`src/design/tdc_fifo.sv`:
```
// Small register queue used between the front end, the back end and the result port.
`default_nettype none
module tdc_fifo #(
  parameter int WIDTH = 8,
  parameter int DEPTH = 2
) (
  input  wire logic             clk_i,
  input  wire logic             rst_ni,
  input  wire logic             push_i,
  input  wire logic [WIDTH-1:0] data_i,
  output logic                  full_o,
  input  wire logic             pop_i,
  output logic [WIDTH-1:0]      data_o,
  output logic                  empty_o
);

  localparam int AW = (DEPTH > 1) ? $clog2(DEPTH) : 1;
  localparam int CW = $clog2(DEPTH + 1);
  localparam logic [AW-1:0] LAST = AW'(DEPTH - 1);

  logic [WIDTH-1:0] mem_q [DEPTH];
  logic [AW-1:0]    wr_q, rd_q;
  logic [CW-1:0]    cnt_q;
  logic             do_push, do_pop;

  assign full_o  = (cnt_q == CW'(DEPTH));
  assign empty_o = (cnt_q == '0);
  assign data_o  = mem_q[rd_q];
  assign do_push = push_i && !full_o;
  assign do_pop  = pop_i && !empty_o;

  always_ff @(posedge clk_i) begin
    if (do_push) begin
      mem_q[wr_q] <= data_i;
    end
  end

  always_ff @(posedge clk_i or negedge rst_ni) begin
    if (!rst_ni) begin
      wr_q  <= '0;
      rd_q  <= '0;
      cnt_q <= '0;
    end else begin
      if (do_push) begin
        wr_q <= (wr_q == LAST) ? '0 : wr_q + 1'b1;
      end
      if (do_pop) begin
        rd_q <= (rd_q == LAST) ? '0 : rd_q + 1'b1;
      end
      if (do_push && !do_pop) begin
        cnt_q <= cnt_q + 1'b1;
      end else if (do_pop && !do_push) begin
        cnt_q <= cnt_q - 1'b1;
      end
    end
  end

endmodule
`default_nettype wire

```
`config.mk`:
```
export PLATFORM = sky130hd
export DESIGN_NAME = tdc_fifo
export DESIGN_NICKNAME = d
export VERILOG_FILES = /design/src/design/tdc_fifo.sv
export SDC_FILE = /design/constraint.sdc
export NUM_CORES = 1
export LEC_CHECK = 0
export ABC_AREA = 1
export ABC_CLOCK_PERIOD_IN_PS = 4400
export BUFFER_PORTS_ARGS = -buffer_cell sky130_fd_sc_hd__buf_2
export CORE_MARGIN = 3
export CORE_UTILIZATION = 25
export DETAILED_ROUTE_END_ITERATION = 10
export SLEW_MARGIN = 20
export SYNTH_ARGS = -nofsm -noshare
export SYNTH_HDL_FRONTEND = slang
export SYNTH_SLANG_ARGS = --single-unit
export TNS_END_PERCENT = 30
```
`constraint.sdc`:
```
create_clock -name clk_i -period 4.4 [get_ports clk_i]
set_clock_uncertainty 0.15 [all_clocks]
set_input_delay 0.44 -clock clk_i [delete_from_list [all_inputs] [get_ports clk_i]]
set_output_delay 0.44 -clock clk_i [all_outputs]
set_load 0.02 [all_outputs]
```
Word level (Yosys, flattened, before mapping)

Memories as Yosys holds them, arrays and structs flattened.
Cells that the tools add are included.
W data, S select, Z words.

Memories: 1
Register bits: 4
Logic and storage cells: 25
Input bits: 12
Memory bits (writable): 16

Reductions and logical operators: 10
Eq/ne operators: 1
Multiplexer cells: 6
$add $sub $neg: 4

Memories:

| name  | words | width | rd ports | clocked after Yosys merged registers in | wr ports | RTL line | RTL |
|---|---|---|---|---|---|---|---|
| mem_q | 2     | 8     | 1        | 0                                       | 1        | 21       | `logic [WIDTH-1:0] mem_q [DEPTH];` |

Operators with widths:

| operator              | count |
|---|---|
| $logic_and A1 B1 Y1   | 4 |
| $logic_not A1 Y1      | 4 |
| $mux W1               | 4 |
| $mux W2               | 2 |
| $add A1 B1 Y1 const B | 2 |
| $add A2 B1 Y2 const B | 1 |
| $eq A2 B2 Y1 const B  | 1 |
| $logic_not A2 Y1      | 1 |
| $reduce_bool A2 Y1    | 1 |
| $sub A2 B1 Y2 const B | 1 |

Depth between registers and ports, before layout

Gate-level depths: netlist of run 1.

Depth after elaboration: 7
Depth in mapped cells: 9
Mapped depth without buffers: 9

Worst setup path before layout of run 1

OpenSTA, ideal clock, no wires.

Path kind: register to register
From: reg cnt_q[0]
To: reg cnt_q[1]
Path slack: 2.851 ns
Clock period less this slack: 1.549 ns
Required time: 4.133 ns
Path buffers: 0
Cell stages (with the launch flop): 8
Setup time: 0.117 ns
Data arrival time: 1.282 ns
Path through: dfrtp_1 nor2_2 nor2_2 ha_1 inv_1 nand3_1 nand2_1 nand2_1

Longest elaborated chain between the ends: 6

Ends and longest elaborated chain:

| item                         | RTL line | RTL |
|---|---|---|
| start, declared              | 23       | `logic [CW-1:0] cnt_q;` |
| start signal, assigned       | 51       | `cnt_q <= cnt_q + 1'b1;` |
| start signal, assigned       | 53       | `cnt_q <= cnt_q - 1'b1;` |
| $eq A2 B2 Y1 (*)             | 26       | `assign full_o = (cnt_q == CW'(DEPTH));` |
| via full_o                   | 11       | `output logic full_o,` |
| $logic_not A1 Y1 (*)         | 29       | `assign do_push = push_i && !full_o;` |
| $logic_and A1 B1 Y1 (*)      | 29       |  |
| $logic_not A1 Y1             | 52       | `end else if (do_pop && !do_push) begin` |
| $logic_and A1 B1 Y1          | 52       |  |
| $reduce_bool A2 Y1 (no line) | --       |  |

The timed path passes the listed nets; every way through them passes the cells marked *. The select of a mux whose other input is x is not followed.
A chain may end at the register's enable or synchronous reset.

Final worst setup path of run 1

From: reg rd_q
To: out data_o[7]

Longest elaborated chain between the ends: 1

Ends and longest elaborated chain:

| item                   | RTL line | RTL |
|---|---|---|
| start, declared        | 22       | `logic [AW-1:0] wr_q, rd_q;` |
| start signal, assigned | 48       | `rd_q <= (rd_q == LAST) ? '0 : rd_q + 1'b1;` |
| $mem_v2 Z2 W8          | --       |  |
| end, declared          | 13       | `output logic [WIDTH-1:0] data_o,` |

Every way passes these cells.

==> flow_summary.toml, run 1 <==
[outcome]
outcome = "complete, no violations"

[timing]
relSlewSlack_pct = 55.1
hold_viol = 0
post-route-period-util_pct = 43.0
rsz0062_at_grt = "false"
whs_ps = 172
maxSlewViolCount = 0
setup_tns_ps = 0
setup_violations = 0
worst_slew_pin_slew_ps = 671
maxClockFrequency_mhz = 529
min_period_ps = 1890

[power]
pwr-share-clk_pct = 21.0
switching_share_pct = 37.7
p_leak_uw = 0.000477
pwr-share-comb_pct = 36.8
irDropWorstVdd_uv = 236
total_power_uw = 707
power_frac_seq_pct = 42.2
switching_power_uw = 267
internal_power_uw = 440
p_per_area_nw_per_um2 = 688

[global_route]
grt_pass1_vias = 587
antenna_found_initial = 0
globalRoute.totalOverflow = 0
grt_usage_pct = 8.20
grt_max_degree = 13
grt_pass1_wl_um = 2500

[floorplan]
die_x_um = 62.9
die_h_um = 62.9
core_region_area_um2 = 3080
ioPinCount = 22
rows = 20
initial_core_util_pct = 26.3
die_area_um2 = 3960

[routing]
post_drt_wl_per_cell_um = 10.2
viasPerCell = 3.98
drt_iter0_markers = 26
top_layer_used = "met4"
vias = 565
drcViolationCount = 0
first_pass_iters = 3
met2_length_um = 678
met3WireLength_um = 94
wl_met1_um = 647
wirelength_um = 1450
ant_nets = 0

[worst_setup_path]
cp-end-kind = "output pin"
cp_max_fo = 10
r2r_start = "cnt_q[1]"
reg2regPathDepth = 3
reg2reg_slack_ps = 2720
reg2reg_to = "mem_q[1][7]"
worstPathArrival_ps = 1300
critPathLaunchType = "flip-flop"
cp_slowest_cell = "dfrtp_1"
cp_slowest_stage_delay_ps = 510
path_class = "flip-flop to output pin"
required_ps = 3810
path_cells = "inv_2, nand2_1, nand2_1, buf_2"
cpMostUsedCell = "nand2_1"

[worst_hold_path]
hold_depth = 1
hp-class = "input pin to flip-flop"
worstHoldStart = "data_i[1]"
hold_end = "mem_q[0][1]"

[yosys]
ys_ff_latch = 20
yosysSeqAreaShare_pct = 71.7
synthTopCellsByArea = "edfxtp_1 (59%), nand2_1 (15%), dfrtp_1 (12%)"
syn_nets = 86
syn_inst = 73
synth_warnings = 0
synth_area_um2 = 810
yosysTopAreaCellShare_pct = 59.4
avgSynthCellArea_um2 = 11.1
synthDistinctLibCells = 14
yosysTopAreaCell = "edfxtp_1"

[final_layout]
drive_above_1_share_pct = 28.6
final_common_cell = "nand2_1"
area_delta_synth_final_pct = 26.9
diodes = 0
final_cell_mix = "nand2_1 (33), buf_2 (21), edfxtp_1 (16)"
fillers = 334
nets = 112
final_util_pct = 33.4

[clock_network]
root_buffer = "clkbuf_4"
cts_hold_buf = 1
cts_buffers = 3
post_cts_buffers = 0
clock_latency_ps = 300
cts_tree = "yes"
htreeDepth = 1
clock_sinks = 20
ctsResizeCount = 0
cts_max_path_buffers = 2
clk_pin_slew_ps = 110

[placed_design]
dp_hpwl_um = 1100
gp_congestion = 0.638
numPortBuffers = 21

[job]
cap_violations = 0
==> worst max-delay path by stage <==
stage	startpoint	end	slack [ps]	cells past startpoint
final	rd_q	data_o[7]	2510	4
after detailed placement	push_i	mem_q[1][0]	2700	3
after global placement	push_i	mem_q[1][6]	2720	3
after floorplan	cnt_q[0]	cnt_q[1]	2850	7
after global routing	rd_q	data_o[7]	2370	4
after CTS	rd_q	data_o[5]	2460	4
==> cells by family (layout without fill, tap and decap cells) <==
family	Yosys count	in the layout	share of synthesized area, %
buffers and inverters	9	34	4.33
AO/OA/AOI/OAI	2	2	1.24
adder cells (fa/ha/maj)	1	1	1.55
flip-flops	20	20	71.7
AND/OR/NAND/NOR	40	40	20.1
XOR/XNOR	1	1	1.08
==> cell type report <==
cell class / instances / area, um2 / area share, %
timing repair buffer: 22 / 115 / 11.2
clock buffer: 3 / 22.5 / 2.19
sequential: 20 / 581 / 56.5
clock inverter: 1 / 30.0 / 2.92
tap: 44 / 55.1 / 5.36
multi-input combinational: 44 / 194 / 18.9
inverter: 8 / 30.0 / 2.92
==> worst max-delay path: cells and delay by family, from the launching register on <==
family                 cells  cell delay (ps)
buffers and inverters      2              360
flip-flops                 1              510
AND/OR/NAND/NOR            2              130
==> through the flow <==
stage          cell area, um2  setup slack, ps  std cells
4_1_cts                  1030             2460        142
2_1_floorplan             810             2850         73
6_report                 1030             2510        142
5_1_grt                  1030             2370        142
3_3_place_gp              965             2720        137
3_5_place_dp              965             2700        137
==> flip-flops by register name, summed over array words and instances, names as in the netlist <==
signal,flops
mem_q,16
cnt_q,2
rd_q,1
wr_q,1
==> synthesized netlist by cell type <==
| cell | n |
|---|---|
| xnor2_1 | 1 |
| edfxtp_1 | 16 |
| o21ai_0 | 2 |
| buf_2 | 1 |
| inv_2 | 1 |
| nand3_1 | 1 |
| nand3b_1 | 1 |
| inv_1 | 7 |
| nand2_1 | 33 |
| ha_1 | 1 |
| dfrtp_1 | 4 |
| nand4_1 | 1 |
| nor2_1 | 2 |
| nor2_2 | 2 |
==> routing by layer <==
layer,global-route usage (%),up-vias
li1,-,287
met1,9.51,257
met2,13.4,18
met3,2.16,3
met4,4.96,0
met5,0,-
==> power by group through the flow <==
stage / combinational, uW / sequential [uW] / clock (uW)
after floorplan: 196 / 285 / 0
after global placement: 258 / 302 / 0
after detailed placement: 265 / 304 / 0
after CTS: 266 / 300 / 152
after global routing: 295 / 307 / 161
final: 260 / 298 / 148
Power figures use the tool's default switching activity.
==> run 2: changes to the inputs <==
--- a/config.mk
+++ b/config.mk
@@ -6,7 +6,7 @@
 export NUM_CORES = 1
 export LEC_CHECK = 0
 export ABC_AREA = 1
-export ABC_CLOCK_PERIOD_IN_PS = 4400
+export ABC_CLOCK_PERIOD_IN_PS = 1900
 export BUFFER_PORTS_ARGS = -buffer_cell sky130_fd_sc_hd__buf_2
 export CORE_MARGIN = 3
 export CORE_UTILIZATION = 25
==> constraint.sdc (replaced) <==
create_clock -name clk_i -period 1.9 [get_ports clk_i]
set_clock_uncertainty 0.15 [all_clocks]
set_input_delay 0.19 -clock clk_i [delete_from_list [all_inputs] [get_ports clk_i]]
set_output_delay 0.19 -clock clk_i [all_outputs]
set_load 0.02 [all_outputs]
==> run 2 against run 1 <==
  * Critical path depth did not move
  * Sequential share of layout area shrank 4.9 points
  * Clock power up 130%
  * Combinational power increased by 150%
  * Register-to-register slack lost 2500 ps
  * Non-clock buffer count is 10 higher
  * Final area increased by 9.5%
  * Worst hold slack worse by 110 ps
  * Die area stayed put
  * Final cell count up 7.0%
  * Global-route usage increased by 0.32 points
  * Critical endpoint unchanged
==> flow_summary.toml, run 2 (same netlist as run 1, synthesis figures left out) <==
[timing]
rsz0062_at_grt = "false"
post-route-period-util_pct = 86.5
layout_setup_ws_ps = 256
relSlewSlack_pct = 77.2
setup_violations = 0
whs_ps = 63.7
min_period_ps = 1640
maxSlewViolCount = 0
hold_viol = 0
worst_slew_pin_slew_ps = 342
setup_tns_ps = 0
maxClockFrequency_mhz = 608

[clock_network]
post_cts_buffers = 0
root_buffer = "clkbuf_4"
cts_tree = "yes"
cts_buffers = 3
cts_max_path_buffers = 2
ctsResizeCount = 0
clk_pin_slew_ps = 120
htreeDepth = 1
clock_sinks = 20
clock_latency_ps = 290

[power]
pwr-share-comb_pct = 38.1
power_frac_seq_pct = 41.5
switching_share_pct = 38.0
pwr-share-clk_pct = 20.4
internal_power_uw = 1040
total_power_uw = 1670
p_per_area_nw_per_um2 = 1490
irDropWorstVdd_uv = 809
switching_power_uw = 636
p_leak_uw = 0.000520

[routing]
ant_nets = 0
drcViolationCount = 0
viasPerCell = 3.93
wirelength_um = 1620
vias = 597
drt_iter0_markers = 25
first_pass_iters = 4
post_drt_wl_per_cell_um = 10.6

[worst_hold_path]
hp-class = "input pin to async pin"

[placed_design]
placed_cells = 138
dp_hpwl_um = 1220
numPortBuffers = 21
gp_congestion = 0.635
preCtsSetupSlack_ps = 299

[floorplan]
die_h_um = 62.9
initial_core_util_pct = 26.3
ioPinCount = 22
rows = 20
die_area_um2 = 3960
core_region_area_um2 = 3080
die_x_um = 62.9

[worst_setup_path]
critPathLaunchType = "flip-flop"
required_ps = 1560
cp-end-kind = "output pin"
cp_max_fo = 10
path_class = "flip-flop to output pin"
cpMostUsedCell = "nand2_1"
cp_num_buf_inv = 2
cp_slowest_stage_delay_ps = 560
cp_top_family = "flip-flops"
path_cells = "inv_2, nand2_1, nand2_1, buf_2"
worstPathArrival_ps = 1300
cp_slowest_cell = "dfrtp_1"

[final_layout]
final_common_cell = "nand2_1"
top_regs = "mem_q x16, cnt_q x2"
final_cell_mix = "nand2_1 (33), buf_2 (21), edfxtp_1 (16)"
nets = 122
largest_register = "mem_q"
largest_register_ffs = 16
stdcell_count = 152
diodes = 0
area_delta_synth_final_pct = 38.9
drive_above_1_share_pct = 26.9

[outcome]
outcome = "complete, no violations"

[global_route]
grt_pass1_wl_um = 2700
antenna_found_initial = 0
grt_pass1_vias = 657
grt_max_degree = 13
grt_usage_pct = 8.52
globalRoute.totalOverflow = 0

[job]
cap_violations = 0
-- run 2: final timing paths --
check | start | endpoint | slack (ps) | cells after the start
min in group clk_i | push_i | wr_q | 70 | 4
max reg2reg | cnt_q[0] | cnt_q[1] | 270 | 6
max in group asynchronous | rst_ni | rd_q | 1400 | 2
min | rst_ni | wr_q | 60 | 2
max | rd_q | data_o[7] | 260 | 4
min reg2reg | wr_q | wr_q | 350 | 2
-- run 2: worst register-to-register path: cells and delay by family (launching register included) --
kind / cells / cell delay (ps)
buffers and inverters: 1 / 80
AND/OR/NAND/NOR: 3 / 230
adder cells (fa/ha/maj): 1 / 310
flip-flops: 1 / 470
AO/OA/AOI/OAI: 1 / 280
-- run 2: area by class of cell --
type	instances	area, um2
fillers	306	1950
flip-flops and latches	20	581
repair buffers	32	213
multi-input cells	44	194
well taps	44	55.1
clock inverters	1	30.0
inverters	8	30.0
clock buffers	3	22.5
-- run 2: metal layers --
metal  GRT usage (%)  wire (um)  vias to the layer above
met5               0          0                        -
li1                -          -                      305
met1            9.90        708                      267
met4            3.31         16                        0
met2            14.8        784                       23
met3            2.34        107                        2
-- run 2: power groups by stage --
stage | clock [uW] | combinational [uW] | sequential (uW)
floorplan | 0 | 455 | 661
global placement | 0 | 606 | 698
detailed placement | 0 | 626 | 707
CTS | 346 | 644 | 696
global route | 364 | 709 | 716
finish | 341 | 637 | 695
-- run 2: timing repair --
action                                  in CTS  in global routing
hold endpoints to repair                    21                  0
endpoints found under the setup margin       0                  0
hold buffers                                10                  0
-- run 2: metrics by stage --
stage,instance area [um2],util [%]
after floorplan,810,-
after global placement,972,31.6
after detailed placement,972,31.6
after CTS,1120,36.5
after global routing,1120,36.5
final,1120,36.5
==> run 3: changes to the inputs <==
--- a/config.mk
+++ b/config.mk
@@ -11,6 +11,7 @@
 export CORE_MARGIN = 3
 export CORE_UTILIZATION = 25
 export DETAILED_ROUTE_END_ITERATION = 10
+export PLACE_DENSITY = 0.44
 export SLEW_MARGIN = 20
 export SYNTH_ARGS = -nofsm -noshare
 export SYNTH_HDL_FRONTEND = slang
==> run 3 against run 2 <==
  * Clock power increased by 4%
  * Worst hold slack got worse by 21 ps
  * Flip-flop and latch count unchanged
  * Utilization unchanged
  * Final cell count unchanged
  * First-iteration DRC count decreased by 20%
  * Global-route usage increased by 0.31 points
  * Wire length decreased by 3.3%
  * Combinational power decreased by 3.3%
  * Power decreased by 0.61%
  * Sequential power about the same
  * Critical path type unchanged
  * Largest power group unchanged
  * Highest routed layer unchanged
==> flow_summary.toml, run 3 (same netlist as run 1, synthesis figures left out) <==
[global_route]
grt_pass1_wl_um = 2700
grt_usage_pct = 8.83
globalRoute.totalOverflow = 0
antenna_found_initial = 0
grt_max_degree = 13
grt_pass1_vias = 589

[routing]
first_pass_iters = 2
ant_nets = 0
drt_iter0_markers = 20
vias = 593
viasPerCell = 3.90
drcViolationCount = 0
post_drt_wl_per_cell_um = 10.3
wirelength_um = 1560

[clock_network]
root_buffer = "clkbuf_4"
ctsResizeCount = 0
cts_tree = "yes"
post_cts_buffers = 0
clk_pin_slew_ps = 120
clock_latency_ps = 310
htreeDepth = 1
cts_hold_buf = 10
cts_buffers = 3
clock_sinks = 20
cts_max_path_buffers = 2

[worst_setup_path]
cp_max_fo = 10
path_class = "flip-flop to output pin"
critPathLaunchType = "flip-flop"
required_ps = 1560
cp-end-kind = "output pin"
worstPathArrival_ps = 1350

[timing]
relSlewSlack_pct = 75.1
whs_ps = 43.2
setup_violations = 0
maxSlewViolCount = 0
worst_slew_pin_slew_ps = 374
maxClockFrequency_mhz = 593
setup_tns_ps = 0
hold_viol = 0
post-route-period-util_pct = 88.7
rsz0062_at_grt = "false"
min_period_ps = 1690

[power]
total_power_uw = 1660
p_leak_uw = 0.000520
p_per_area_nw_per_um2 = 1480
irDropWorstVdd_uv = 606

[final_layout]
area_delta_synth_final_pct = 38.9
final_common_cell = "nand2_1"
largest_register_ffs = 16
nets = 122
fillers = 325
final_util_pct = 36.5
largest_register = "mem_q"
final_cell_mix = "nand2_1 (33), buf_2 (21), edfxtp_1 (16)"
drive_above_1_share_pct = 26.9
top_regs = "mem_q x16, cnt_q x2"
diodes = 0

[outcome]
outcome = "complete, no violations"

[floorplan]
initial_core_util_pct = 26.3
rows = 20
die_area_um2 = 3960
die_h_um = 62.9
die_x_um = 62.9
ioPinCount = 22
core_region_area_um2 = 3080

[placed_design]
dp_hpwl_um = 1070
numPortBuffers = 21
gp_congestion = 0.706

[job]
cap_violations = 0

[worst_hold_path]
hp-class = "input pin to async pin"
==> run 3: where the power goes <==
group	switching, uW	total [uW]	internal [uW]
Clock	140	354	213
Sequential	86.3	694	608
Combinational	399	616	217
==> run 3: critical path: stages, from the launching register on <==
cell,delay [ps]
dfrtp_1,580
inv_2,160
nand2_1,100
nand2_1,40
buf_2,150
==> run 3: path summary, 6_finish.rpt <==
| kind | startpoint | to | slack (ps) | cells past startpoint |
|---|---|---|---|---|
| worst max register to register | cnt_q[0] | cnt_q[1] | 360 | 6 |
| worst min-delay path | rst_ni | cnt_q[0] | 40 | 2 |
| worst max-delay path | rd_q | data_o[5] | 210 | 4 |
| min in group clk_i | push_i | wr_q | 70 | 4 |
| max in group asynchronous | rst_ni | rd_q | 1430 | 2 |
| worst min register to register | wr_q | wr_q | 350 | 2 |
==> run 3: routing by layer <==
metal  wire [um]  vias to the layer above  global-route usage, %
met5           0                        -                      0
met4          23                        0                   3.31
met3         103                        4                   4.14
met2         685                       18                   13.0
met1         749                      264                   11.1
li1            -                      307                      -
==> run 3: layout make-up <==
class | count | area (um2) | area share, %
flip-flops and latches | 20 | 581 | 51.6
repair buffers | 32 | 213 | 18.9
inverters | 8 | 30.0 | 2.67
multi-input cells | 44 | 194 | 17.2
clock inverters | 1 | 30.0 | 2.67
clock buffers | 3 | 22.5 | 2.00
well taps | 44 | 55.1 | 4.89
==> run 3: metrics by stage <==
step	cells	setup slack (ps)	cell area, um2
final	152	214	1120
after global routing	152	61.6	1120
after CTS	152	156	1120
after detailed placement	138	364	972
after global placement	138	352	972
after floorplan	73	351	810
