$ cat config.mk
export PLATFORM = sky130hd
export DESIGN_NAME = tdc_back
export DESIGN_NICKNAME = d
export VERILOG_FILES = /design/src/design/tdc_pkg.sv /design/src/design/tdc_back.sv
export SDC_FILE = /design/constraint.sdc
export NUM_CORES = 2
export LEC_CHECK = 0
export ABC_AREA = 1
export BUFFER_PORTS_ARGS = -buffer_cell sky130_fd_sc_hd__clkbuf_2
export CORE_ASPECT_RATIO = 0.8
export CORE_MARGIN = 4
export CORE_UTILIZATION = 40
export DETAILED_ROUTE_END_ITERATION = 16
export SYNTH_ARGS = -nofsm -noshare
export SYNTH_HDL_FRONTEND = slang
export SYNTH_SLANG_ARGS = --single-unit
$ cat constraint.sdc
create_clock -name clk_i -period 12.7 [get_ports clk_i]
set_input_delay 0.635 -clock clk_i [delete_from_list [all_inputs] [get_ports clk_i]]
set_output_delay 0.635 -clock clk_i [all_outputs]
set_load 0.005 [all_outputs]
$ cat src/design/tdc_pkg.sv
// Shared types, command codes and constants of the template detection criterion block.
`default_nettype none
package tdc_pkg;

  typedef enum logic [1:0] {
    CMD_TAP     = 2'd0,
    CMD_SAMPLE  = 2'd1,
    CMD_RESTART = 2'd2
  } cmd_e;

  localparam int LEN_BITS     = 7;
  localparam int TAP_IDX_BITS = 6;
  localparam int LEN_RESET    = 64;
  localparam int CRIT_BITS    = 32;
  localparam int RES_BITS     = CRIT_BITS + 1;

  localparam logic [CRIT_BITS-1:0] CRIT_POS_SAT = {1'b0, {(CRIT_BITS-1){1'b1}}};
  localparam logic [CRIT_BITS-1:0] CRIT_NEG_SAT = {1'b1, {(CRIT_BITS-1){1'b0}}};

  // Width of one job handed from the front end to the back end:
  // length, dot product, template sum and square sum, data sum and square sum.
  function automatic int job_width(input int max_taps, input int sample_bits);
    int lw;
    lw = $clog2(max_taps + 1);
    return lw + 3 * (2 * sample_bits + lw) + 2 * (sample_bits + lw);
  endfunction

endpackage
`default_nettype wire

$ cat src/design/tdc_back.sv
// Back end: least-squares fit terms, criterion by shift-add multiply, long division and square root.
`default_nettype none
module tdc_back #(
  parameter int MAX_TAPS    = 64,
  parameter int SAMPLE_BITS = 16
) (
  input  wire logic                                             clk_i,
  input  wire logic                                             rst_ni,
  input  wire logic [tdc_pkg::job_width(MAX_TAPS, SAMPLE_BITS)-1:0] job_data_i,
  input  wire logic                                             job_empty_i,
  output logic                                                  job_pop_o,
  output logic                                                  res_push_o,
  output logic [tdc_pkg::RES_BITS-1:0]                          res_data_o,
  input  wire logic                                             res_full_i
);
  import tdc_pkg::*;

  localparam int LW = $clog2(MAX_TAPS + 1);
  localparam int SB = SAMPLE_BITS;
  localparam int WS = SB + LW;
  localparam int WQ = 2 * SB + LW;
  localparam int W1 = 2 * SB + 2 * LW + 2;
  localparam int WX = 2 * W1;
  localparam int WP = 3 * W1;
  localparam int WN = 2 * W1 + 2 * LW + 32;
  localparam int CW = $clog2(WN + 1);

  localparam logic [2:0] B_IDLE = 3'd0;
  localparam logic [2:0] B_MUL  = 3'd1;
  localparam logic [2:0] B_DIV  = 3'd2;
  localparam logic [2:0] B_SQRT = 3'd3;
  localparam logic [2:0] B_OUT  = 3'd4;

  localparam logic [3:0] ST_NSDT = 4'd0;
  localparam logic [3:0] ST_STSD = 4'd1;
  localparam logic [3:0] ST_NSTT = 4'd2;
  localparam logic [3:0] ST_STST = 4'd3;
  localparam logic [3:0] ST_NSDD = 4'd4;
  localparam logic [3:0] ST_SDSD = 4'd5;
  localparam logic [3:0] ST_CB   = 4'd6;
  localparam logic [3:0] ST_AA   = 4'd7;
  localparam logic [3:0] ST_DB   = 4'd8;
  localparam logic [3:0] ST_NN   = 4'd9;
  localparam logic [3:0] ST_NUM  = 4'd10;

  logic [LW-1:0]          jn;
  logic signed [WQ-1:0]   jdot, jstt, jsdd;
  logic signed [WS-1:0]   jst, jsd;

  logic [2:0]             state_q;
  logic [3:0]             step_q;
  logic                   ld_q, neg_q, deg_q, ovf_q;
  logic [WP-1:0]          mx_q, mp_q, den_q;
  logic [W1-1:0]          my_q, c_q, nn_q;
  logic signed [W1-1:0]   a_q, b_q;
  logic signed [WP:0]     t_q;
  logic [WX-1:0]          aa_q;
  logic signed [WX:0]     d_q;
  logic [WN-1:0]          num_q;
  logic [WP:0]            rem_q;
  logic [63:0]            quo_q;
  logic [CW-1:0]          cnt_q;
  logic [35:0]            srem_q;
  logic [31:0]            root_q;

  logic [WP-1:0]          mx_sel;
  logic [W1-1:0]          my_sel;
  logic                   neg_sel, mul_done, bpos, dpos, big;
  logic signed [WP:0]     sr, diff;
  logic [WP:0]            rs;
  logic [35:0]            rs2, test;
  logic [CRIT_BITS-1:0]   crit;

  function automatic logic [WP-1:0] mag(input logic signed [WP:0] v);
    logic signed [WP:0] m;
    m = v[WP] ? -v : v;
    return m[WP-1:0];
  endfunction

  assign {jn, jdot, jst, jstt, jsd, jsdd} = job_data_i;

  always_comb begin
    mx_sel  = '0;
    my_sel  = '0;
    neg_sel = 1'b0;
    case (step_q)
      ST_NSDT: begin
        mx_sel  = mag((WP+1)'(jdot));
        my_sel  = W1'(jn);
        neg_sel = jdot[WQ-1];
      end
      ST_STSD: begin
        mx_sel  = mag((WP+1)'(jst));
        my_sel  = W1'(mag((WP+1)'(jsd)));
        neg_sel = jst[WS-1] ^ jsd[WS-1];
      end
      ST_NSTT: begin
        mx_sel = mag((WP+1)'(jstt));
        my_sel = W1'(jn);
      end
      ST_STST: begin
        mx_sel = mag((WP+1)'(jst));
        my_sel = W1'(mag((WP+1)'(jst)));
      end
      ST_NSDD: begin
        mx_sel = mag((WP+1)'(jsdd));
        my_sel = W1'(jn);
      end
      ST_SDSD: begin
        mx_sel = mag((WP+1)'(jsd));
        my_sel = W1'(mag((WP+1)'(jsd)));
      end
      ST_CB: begin
        mx_sel = WP'(c_q);
        my_sel = b_q;
      end
      ST_AA: begin
        mx_sel = mag((WP+1)'(a_q));
        my_sel = W1'(mag((WP+1)'(a_q)));
      end
      ST_DB: begin
        mx_sel = WP'(d_q[WX-1:0]);
        my_sel = b_q;
      end
      ST_NN: begin
        mx_sel = WP'(jn);
        my_sel = W1'(jn - 1'b1);
      end
      ST_NUM: begin
        mx_sel = WP'(aa_q);
        my_sel = nn_q;
      end
      default: begin
      end
    endcase
  end

  assign mul_done = !ld_q && (my_q == '0);
  assign sr       = neg_q ? -$signed({1'b0, mp_q}) : $signed({1'b0, mp_q});
  assign diff     = t_q - sr;
  assign bpos     = !b_q[W1-1] && (b_q != '0);
  assign dpos     = !diff[WP] && (diff != '0);

  assign rs   = {rem_q[WP-1:0], num_q[WN-1]};
  assign rs2  = {srem_q[33:0], quo_q[63:62]};
  assign test = {2'b00, root_q, 2'b01};

  assign big = ovf_q || root_q[31];
  always_comb begin
    if (deg_q) begin
      crit = '0;
    end else if (a_q[W1-1]) begin
      crit = big ? CRIT_NEG_SAT : -root_q;
    end else begin
      crit = big ? CRIT_POS_SAT : root_q;
    end
  end

  assign res_push_o = (state_q == B_OUT) && !res_full_i;
  assign job_pop_o  = res_push_o;
  assign res_data_o = {deg_q, crit};

  always_ff @(posedge clk_i) begin
    if (state_q == B_MUL) begin
      if (ld_q) begin
        mx_q  <= mx_sel;
        my_q  <= my_sel;
        neg_q <= neg_sel;
        mp_q  <= '0;
      end else if (!mul_done) begin
        if (my_q[0]) begin
          mp_q <= mp_q + mx_q;
        end
        mx_q <= {mx_q[WP-2:0], 1'b0};
        my_q <= {1'b0, my_q[W1-1:1]};
      end else begin
        case (step_q)
          ST_NSDT, ST_NSTT, ST_NSDD, ST_CB: t_q <= sr;
          ST_STSD: a_q  <= W1'(diff);
          ST_STST: b_q  <= W1'(diff);
          ST_SDSD: c_q  <= W1'(diff);
          ST_AA: begin
            aa_q <= mp_q[WX-1:0];
            d_q  <= (WX+1)'(diff);
          end
          ST_DB:   den_q <= mp_q;
          ST_NN:   nn_q  <= mp_q[W1-1:0];
          ST_NUM:  num_q <= {mp_q[WN-33:0], 32'd0};
          default: begin
          end
        endcase
      end
    end else if (state_q == B_DIV) begin
      num_q <= {num_q[WN-2:0], 1'b0};
      if (rs >= {1'b0, den_q}) begin
        rem_q <= rs - {1'b0, den_q};
        quo_q <= {quo_q[62:0], 1'b1};
      end else begin
        rem_q <= rs;
        quo_q <= {quo_q[62:0], 1'b0};
      end
    end else if (state_q == B_SQRT) begin
      quo_q <= {quo_q[61:0], 2'b00};
      if (rs2 >= test) begin
        srem_q <= rs2 - test;
        root_q <= {root_q[30:0], 1'b1};
      end else begin
        srem_q <= rs2;
        root_q <= {root_q[30:0], 1'b0};
      end
    end
    if ((state_q == B_MUL) && mul_done && (step_q == ST_NUM)) begin
      rem_q <= '0;
      quo_q <= '0;
    end
    if ((state_q == B_DIV) && (cnt_q == CW'(WN - 1))) begin
      srem_q <= '0;
      root_q <= '0;
    end
  end

  always_ff @(posedge clk_i or negedge rst_ni) begin
    if (!rst_ni) begin
      state_q <= B_IDLE;
      step_q  <= ST_NSDT;
      ld_q    <= 1'b0;
      deg_q   <= 1'b0;
      ovf_q   <= 1'b0;
      cnt_q   <= '0;
    end else begin
      case (state_q)
        B_IDLE: begin
          if (!job_empty_i) begin
            state_q <= B_MUL;
            step_q  <= ST_NSDT;
            ld_q    <= 1'b1;
            deg_q   <= 1'b0;
            ovf_q   <= 1'b0;
          end
        end
        B_MUL: begin
          if (ld_q) begin
            ld_q <= 1'b0;
          end else if (mul_done) begin
            ld_q   <= 1'b1;
            step_q <= step_q + 1'b1;
            if ((step_q == ST_AA) && !(bpos && dpos)) begin
              deg_q   <= 1'b1;
              ld_q    <= 1'b0;
              state_q <= B_OUT;
            end else if (step_q == ST_NUM) begin
              ld_q    <= 1'b0;
              cnt_q   <= '0;
              state_q <= B_DIV;
            end
          end
        end
        B_DIV: begin
          if (quo_q[63]) begin
            ovf_q <= 1'b1;
          end
          if (cnt_q == CW'(WN - 1)) begin
            cnt_q   <= '0;
            state_q <= B_SQRT;
          end else begin
            cnt_q <= cnt_q + 1'b1;
          end
        end
        B_SQRT: begin
          if (cnt_q == CW'(31)) begin
            state_q <= B_OUT;
          end else begin
            cnt_q <= cnt_q + 1'b1;
          end
        end
        B_OUT: begin
          if (!res_full_i) begin
            state_q <= B_IDLE;
          end
        end
        default: begin
          state_q <= B_IDLE;
        end
      endcase
    end
  end

endmodule
`default_nettype wire

---- Yosys cells after proc, flatten, opt, wreduce, memory -nomap -nowiden ----
Index checks and enable logic that the tools add are counted.
word-level totals
  register bits after elaboration ......... 1444
operators by class
  equal/unequal tests ..................... 29
  reductions and logical operators ........ 51
  $add $sub $neg .......................... 15
  order comparisons ....................... 2
  muxes and demuxes ....................... 64
  bitwise gates (word level) .............. 4
operator list
  cell                                   number
  two-way mux 144 bit                    11
  one-hot mux 144 bit (10 select lines)  1
  two-way mux 142 bit                    5
  negator 39 -> 144 bit                  3
  one-hot mux 48 bit (7 select lines)    1
  negator 23 -> 144 bit                  2
  >= comparator 145 x 144 -> 1 bit       1
  two-way mux 145 bit                    1
  negator 144 -> 145 bit                 1
  nonzero test 145 bit                   1
  subtractor 145 bit                     1
  adder 144 bit                          1
  negator 48 -> 144 bit                  1
  subtractor 144 bit                     1
  two-way mux 32 bit                     4
  two-way mux 64 bit                     2
  two-way mux 48 bit                     2
  zero test 48 bit                       1
  two-way mux 8 bit                      6
  nonzero test 48 bit                    1
  >= comparator 36 x 34 -> 1 bit         1
  AND reduction 4 bit                    9
  two-way mux 34 bit                     1
  subtractor 34 bit                      1
  40 further kinds                       106

---- Depth between registers and ports, before layout ----
  depth after elaboration ................. 12
  depth in mapped cells ................... 43
  mapped depth without buffers ............ 40

---- Least setup slack after synthesis ----
No wires, ideal clock.
  path type ............................... reg2reg
  start ................................... reg state_q[2]
  end ..................................... reg num_q[100], enable pin
  data arrival time ....................... 10.767 ns
  cell stages (with the launch flop) ...... 6
  data required time ...................... 11.402 ns
  buffers on the path ..................... 1
  clock period less this slack ............ 12.066 ns
  path slack .............................. 0.634 ns
  library setup time ...................... 1.298 ns
  cell sequence ........................... dfrtp_1 clkbuf_1 nor3_1 nand2_1 inv_1 nor2_1
between the ends
  word-level cells in the longest chain between the ends .. 3
  elaborated cells between the ends (all ways) .. 7
  those cells by class .................... eq/ne (5); reduce/logical (2)
ends and longest elaborated chain
  what                                                                     line                              RTL
  start, declared                                                          tdc_back.sv:50                    logic [2:0] state_q;
  start signal, assigned                                                   tdc_back.sv:224                   state_q <= B_IDLE;
  start signal, assigned                                                   tdc_back.sv:234                   state_q <= B_MUL;
  start signal, assigned                                                   tdc_back.sv:250                   state_q <= B_OUT;
  == test 3 x 1 -> 1 bit / == test 3 x 2 -> 1 bit (equally long branches)  tdc_back.sv:164, tdc_back.sv:193
  != test 2 x 1 -> 1 bit (no source line) (tied with other cells)          n/a
  AND reduction 4 bit (no source line) (*)                                 n/a
  end signal, assigned                                                     tdc_back.sv:188                   ST_NUM: num_q <= {mp_q[WN-33:0], 32'd0};
  end signal, assigned                                                     tdc_back.sv:194                   num_q <= {num_q[WN-2:0], 1'b0};
  end, declared                                                            tdc_back.sv:59                    logic [WN-1:0] num_q;
Mark *: on every way between the ends. The rest lies on a longest branch, timed or not.
A chain may end at the register's enable or synchronous reset.

---- Worst setup path after layout ----
  start ................................... reg mp_q[1]
  end ..................................... reg state_q[0]
between the ends
  word-level cells in the longest chain between the ends .. 12
  elaborated cells between the ends (all ways) .. 15
  those cells by class .................... add/sub (2); eq/ne (1); mux (5); reduce/logical (7)
ends and longest elaborated chain
  what                                                            line             RTL
  start, declared                                                 tdc_back.sv:53   logic [WP-1:0] mx_q, mp_q, den_q;
  start signal, assigned                                          tdc_back.sv:172  mp_q <= mp_q + mx_q;
  negator 144 -> 145 bit (*)                                      tdc_back.sv:139  assign sr = neg_q ? -$signed({1'b0, mp_q}) : $signed({1'b0, mp_q});
  two-way mux 145 bit (*)                                         tdc_back.sv:139
  named net sr[98]                                                tdc_back.sv:69   logic signed [WP:0] sr, diff;
  subtractor 145 bit (*)                                          tdc_back.sv:140  assign diff = t_q - sr;
  nonzero test 145 bit / zero test 1 bit (equally long branches)  tdc_back.sv:142  assign dpos = !diff[WP] && (diff != '0);
  logical AND 1 bit (*)                                           tdc_back.sv:142
  logical AND 1 bit (*)                                           tdc_back.sv:247  if ((step_q == ST_AA) && !(bpos && dpos)) begin
  zero test 1 bit (*)                                             tdc_back.sv:247
  logical AND 1 bit (*)                                           tdc_back.sv:247
  two-way mux 3 bit                                               tdc_back.sv:247
  two-way mux 3 bit                                               tdc_back.sv:244  end else if (mul_done) begin
  two-way mux 3 bit                                               tdc_back.sv:242  if (ld_q) begin
  one-hot mux 3 bit (5 select lines)                              tdc_back.sv:231  case (state_q)
  end signal, assigned                                            tdc_back.sv:234
  end signal, assigned                                            tdc_back.sv:250
  end signal, assigned                                            tdc_back.sv:254  state_q <= B_DIV;
The timed path passes the listed nets; every way through them passes the cells marked *. The select of a mux whose other input is x is not followed.

==> key figures <==
Synthesis
  – Syn_area_per_cell: 7.08 µm²
  – Syn Nets: 15449
  – Synthesized cell area: 105000 µm²
  – Post-synth top flop: edfxtp_1
  – Fraction of registers with async set/reset: 0.0127
  – Syn Inst Count: 14831
  – Synth warn: 0
  – Sequential area share after synthesis: 0.377
  – Yosys cell types: 75
  – Post-synthesis register bit count: 1412
  – Post-synth EDFFs: 1120

Pwr
  – Clk network pwr share: 0.143
  – Static leakage: 50.1 nW
  – PwrDens: 300 nW/µm²
  – VDD IR max: 0.190 mV
  – Combinational share of power: 0.604
  – Psw: 18.8 mW
  – Seq pwr share: 0.253
  – P_int: 15.7 mW
  – Switching part of the total: 0.545

Die
  – DIE AREA: 271000 µm²
  – Core area: 260000 µm²
  – Initial core utilization: 0.404
  – Top Ports: 209
  – Site Rows: 167
  – Die width: 581 µm
  – DIE HEIGHT: 466 µm

STA
  – Hold Vio Cnt, Final: 0
  – Setup TNS Final: 0 ns
  – Pins Over Slew Limit: 0
  – Least-Margin Pin Slew: 1.17 ns
  – Worst hold slack: 0.139 ns
  – Min Tclk post-route: 8.30 ns
  – Max-slew headroom: 0.216
  – Max Clock Skew: 0.106 ns
  – Fin crit share: 0.654
  – Final setup violation count: 0
  – RSZ-0062 raised after global routing: no
  – Fmax: 0.120 GHz

Clock network
  – Clk Latency, worst-skew pair: 0.89 ns
  – Clock Path Buffers: 4
  – CTS HTree Levels: 4
  – Root buffer cell: clkbuf_16
  – Post-CTS resize count: 0
  – CTS Sinks: 1412
  – CTS buffer count: 165
  – CTS tree: built
  – Post-CTS Setup Bufs: 0
  – Post-CTS Hold Fix Bufs: 1
  – Worst-path clk slew: 0.06 ns

Placed design
  – DP Wirelength: 396000 µm
  – GPL Wtd Cong: 1.11
  – IO Port Bufs: 208

Setup path
  – Worst R2R End: state_q[0]
  – Crit Path Max Fanout: 6
  – R2R setup slack: 4.40 ns
  – Critical Path Max Stage Delay: 0.67 ns
  – FF-to-FF path depth: 34
  – Crit end category: register
  – Critical Path AT: 9.05 ns
  – Worst Setup Start Kind: register
  – FF-to-FF Start: mp_q[1]
  – Kind of critical path: register to register
  – Most used cell, CP: nand2_1
  – CP required: 13.45 ns
  – Slowest cell on crit path: nor4_1

Routing
  – Wire length per cell: 26.1 µm
  – DR vias/cell: 5.73
  – DRT Pass-1 Iters: 7
  – Vias: 106470
  – Post-DRT Antenna Nets: 0
  – DRC: 0
  – Initial drt markers: 16358
  – Drt total wl: 484000 µm

Hold path
  – Worst hold stages: 3
  – Hold endpoint: state_q[2]
  – HP Start: res_full_i
  – Hold Crit Class: primary input to register

Job
  – Max Cap Viol: 0

GRT
  – Largest net degree at the start of global routing: 231
  – Total gr overflow: 0
  – Global-route wire length before repair: 681000 µm
  – GRT Total Usage: 0.342
  – Vias in the first global route: 93812
  – Initial antenna violation count: 62

Cells and area
  – Multi-input logic area: 54800 µm²
  – P&R area growth vs syn: 9.75%
  – Register Area: 39600 µm²
  – Layout cells sized above 1: 0.0628
  – Post-Route Utilization: 0.443
  – Fin nets: 15580
  – Fillers: 27082

Run status
  – Status: finished, final reports clean
-- placed cells by master, fill, tap and decap left out, types with 55 or more instances in the layout --
cell and count:
a21oi_1 1534, a221oi_1 72, a22o_1 55, a31oi_1 187, buf_4 90, clkbuf_16 169
clkbuf_2 208, dfxtp_1 274, edfxtp_1 1120, ha_1 441, inv_1 2426, nand2_1 3238
nand2_2 128, nand3_1 553, nand4_1 138, nor2_1 1787, nor2_2 85, nor3_1 170
nor4_1 120, o21a_1 133, o21ai_0 1062, xnor2_1 134, xor2_1 220
-- power by group through the flow --
stage	Combinational (mW)	Sequential (mW)	Clock, mW
floorplan	13.0	8.05	0
global placement	20.0	8.67	0
detailed placement	20.0	8.69	0
CTS	20.1	8.61	5.01
global route	22.4	8.79	5.20
finish	20.9	8.72	4.95
-- Yosys cell counts (all sizes together), types with 4 or more instances --
master | count | area (µm²)
nand2 | 3384 | 13100
inv | 2467 | 9260
nor2 | 1915 | 7620
a21oi | 1537 | 7700
edfxtp | 1120 | 33600
o21ai | 1103 | 5540
nand3 | 592 | 3160
ha | 441 | 5520
clkbuf | 277 | 1190
dfxtp | 274 | 5490
xor2 | 221 | 1940
a31oi | 187 | 1170
nor3 | 183 | 977
nand4 | 139 | 885
xnor2 | 134 | 1170
o21a | 133 | 998
nor4 | 120 | 751
a221oi | 72 | 631
buf | 64 | 328
a22o | 55 | 482
o21bai | 50 | 375
a21o | 45 | 338
o211ai | 44 | 330
nand3b | 34 | 263
or2 | 30 | 188
a211oi | 29 | 218
a21boi | 29 | 218
o2111ai | 22 | 193
o31ai | 21 | 158
dfrtp | 18 | 450
a22oi | 10 | 75.1
clkinv | 10 | 37.5
o22ai | 9 | 56.3
o221ai | 8 | 70.1
o41ai | 8 | 70.1
and3 | 7 | 43.8
a31o | 5 | 43.8
a2111oi | 4 | 35.0
o311ai | 4 | 35.0
-- per-layer routing --
metal / part of all wire / GRT usage
met5: 0.0014 / 0.00978
met4: 0.030 / 0.0902
met3: 0.14 / 0.114
met2: 0.37 / 0.439
met1: 0.46 / 0.529
-- through the flow --
stage / std cells / setup WS (ns) / area (µm²) / power (mW)
2_1_floorplan: 14831 / 0.634 / 105000 / 21.0
5_1_grt: 18555 / 4.14 / 115000 / 36.4
3_5_place_dp: 18258 / 4.77 / 110000 / 28.7
6_report: 18567 / 4.40 / 115000 / 34.5
3_3_place_gp: 18258 / 4.09 / 110000 / 28.7
4_1_cts: 18550 / 4.72 / 115000 / 33.7
-- critical path: cells and delay by family, from the launching register on --
kind,cells,cell delay [ns]
AND/OR/NAND/NOR,25,5.35
flip-flops,1,0.48
AO/OA/AOI/OAI,1,0.59
XOR/XNOR,1,0.39
buffers and inverters,5,0.68
adder cells (fa/ha/maj),2,0.68
-- worst max-delay path by stage --
stage                 endpoint  startpoint  slack [ns]
floorplan           num_q[100]  state_q[2]        0.63
global placement         deg_q    mp_q[25]        4.09
detailed placement  state_q[0]     mp_q[1]        4.77
CTS                 state_q[0]     mp_q[1]        4.72
global route        state_q[0]    mp_q[26]        4.14
finish              state_q[0]     mp_q[1]        4.40
-- area by class of cell --
type                            count  area share
Antenna cell                       17    0.000369
Clock buffer                      217      0.0389
Clock inverter                     74     0.00737
Inverter                         2477      0.0808
Multi-Input combinational cell  10600       0.475
Sequential cell                  1412       0.343
Tap cell                         3464      0.0376
Timing Repair Buffer              306      0.0162
-- kinds of logic (layout without fill, tap and decap cells) --
group | Yosys count | after routing | share of synthesized area
mux | 2 | 2 | 0.000191
buf+inv | 2819 | 3074 | 0.103
other cells | 0 | 17 | 0
compound gates | 3385 | 3385 | 0.179
fa+ha+maj | 444 | 444 | 0.0531
simple gates | 6414 | 6414 | 0.258
xor+xnor | 355 | 355 | 0.0297
flops | 1412 | 1412 | 0.377
-- sequential cells by signal, indices dropped and copies added (netlist names), 3 cells and up --
signal	flops
nn_q	48
d_q	96
cnt_q	8
root_q	32
a_q	48
rem_q	144
quo_q	64
srem_q	34
b_q	48
aa_q	96
t_q	145
num_q	110
step_q	4
state_q	3
c_q	48
my_q	48
den_q	144
mp_q	144
mx_q	144
Note: power is estimated with default switching activity, not from simulation.
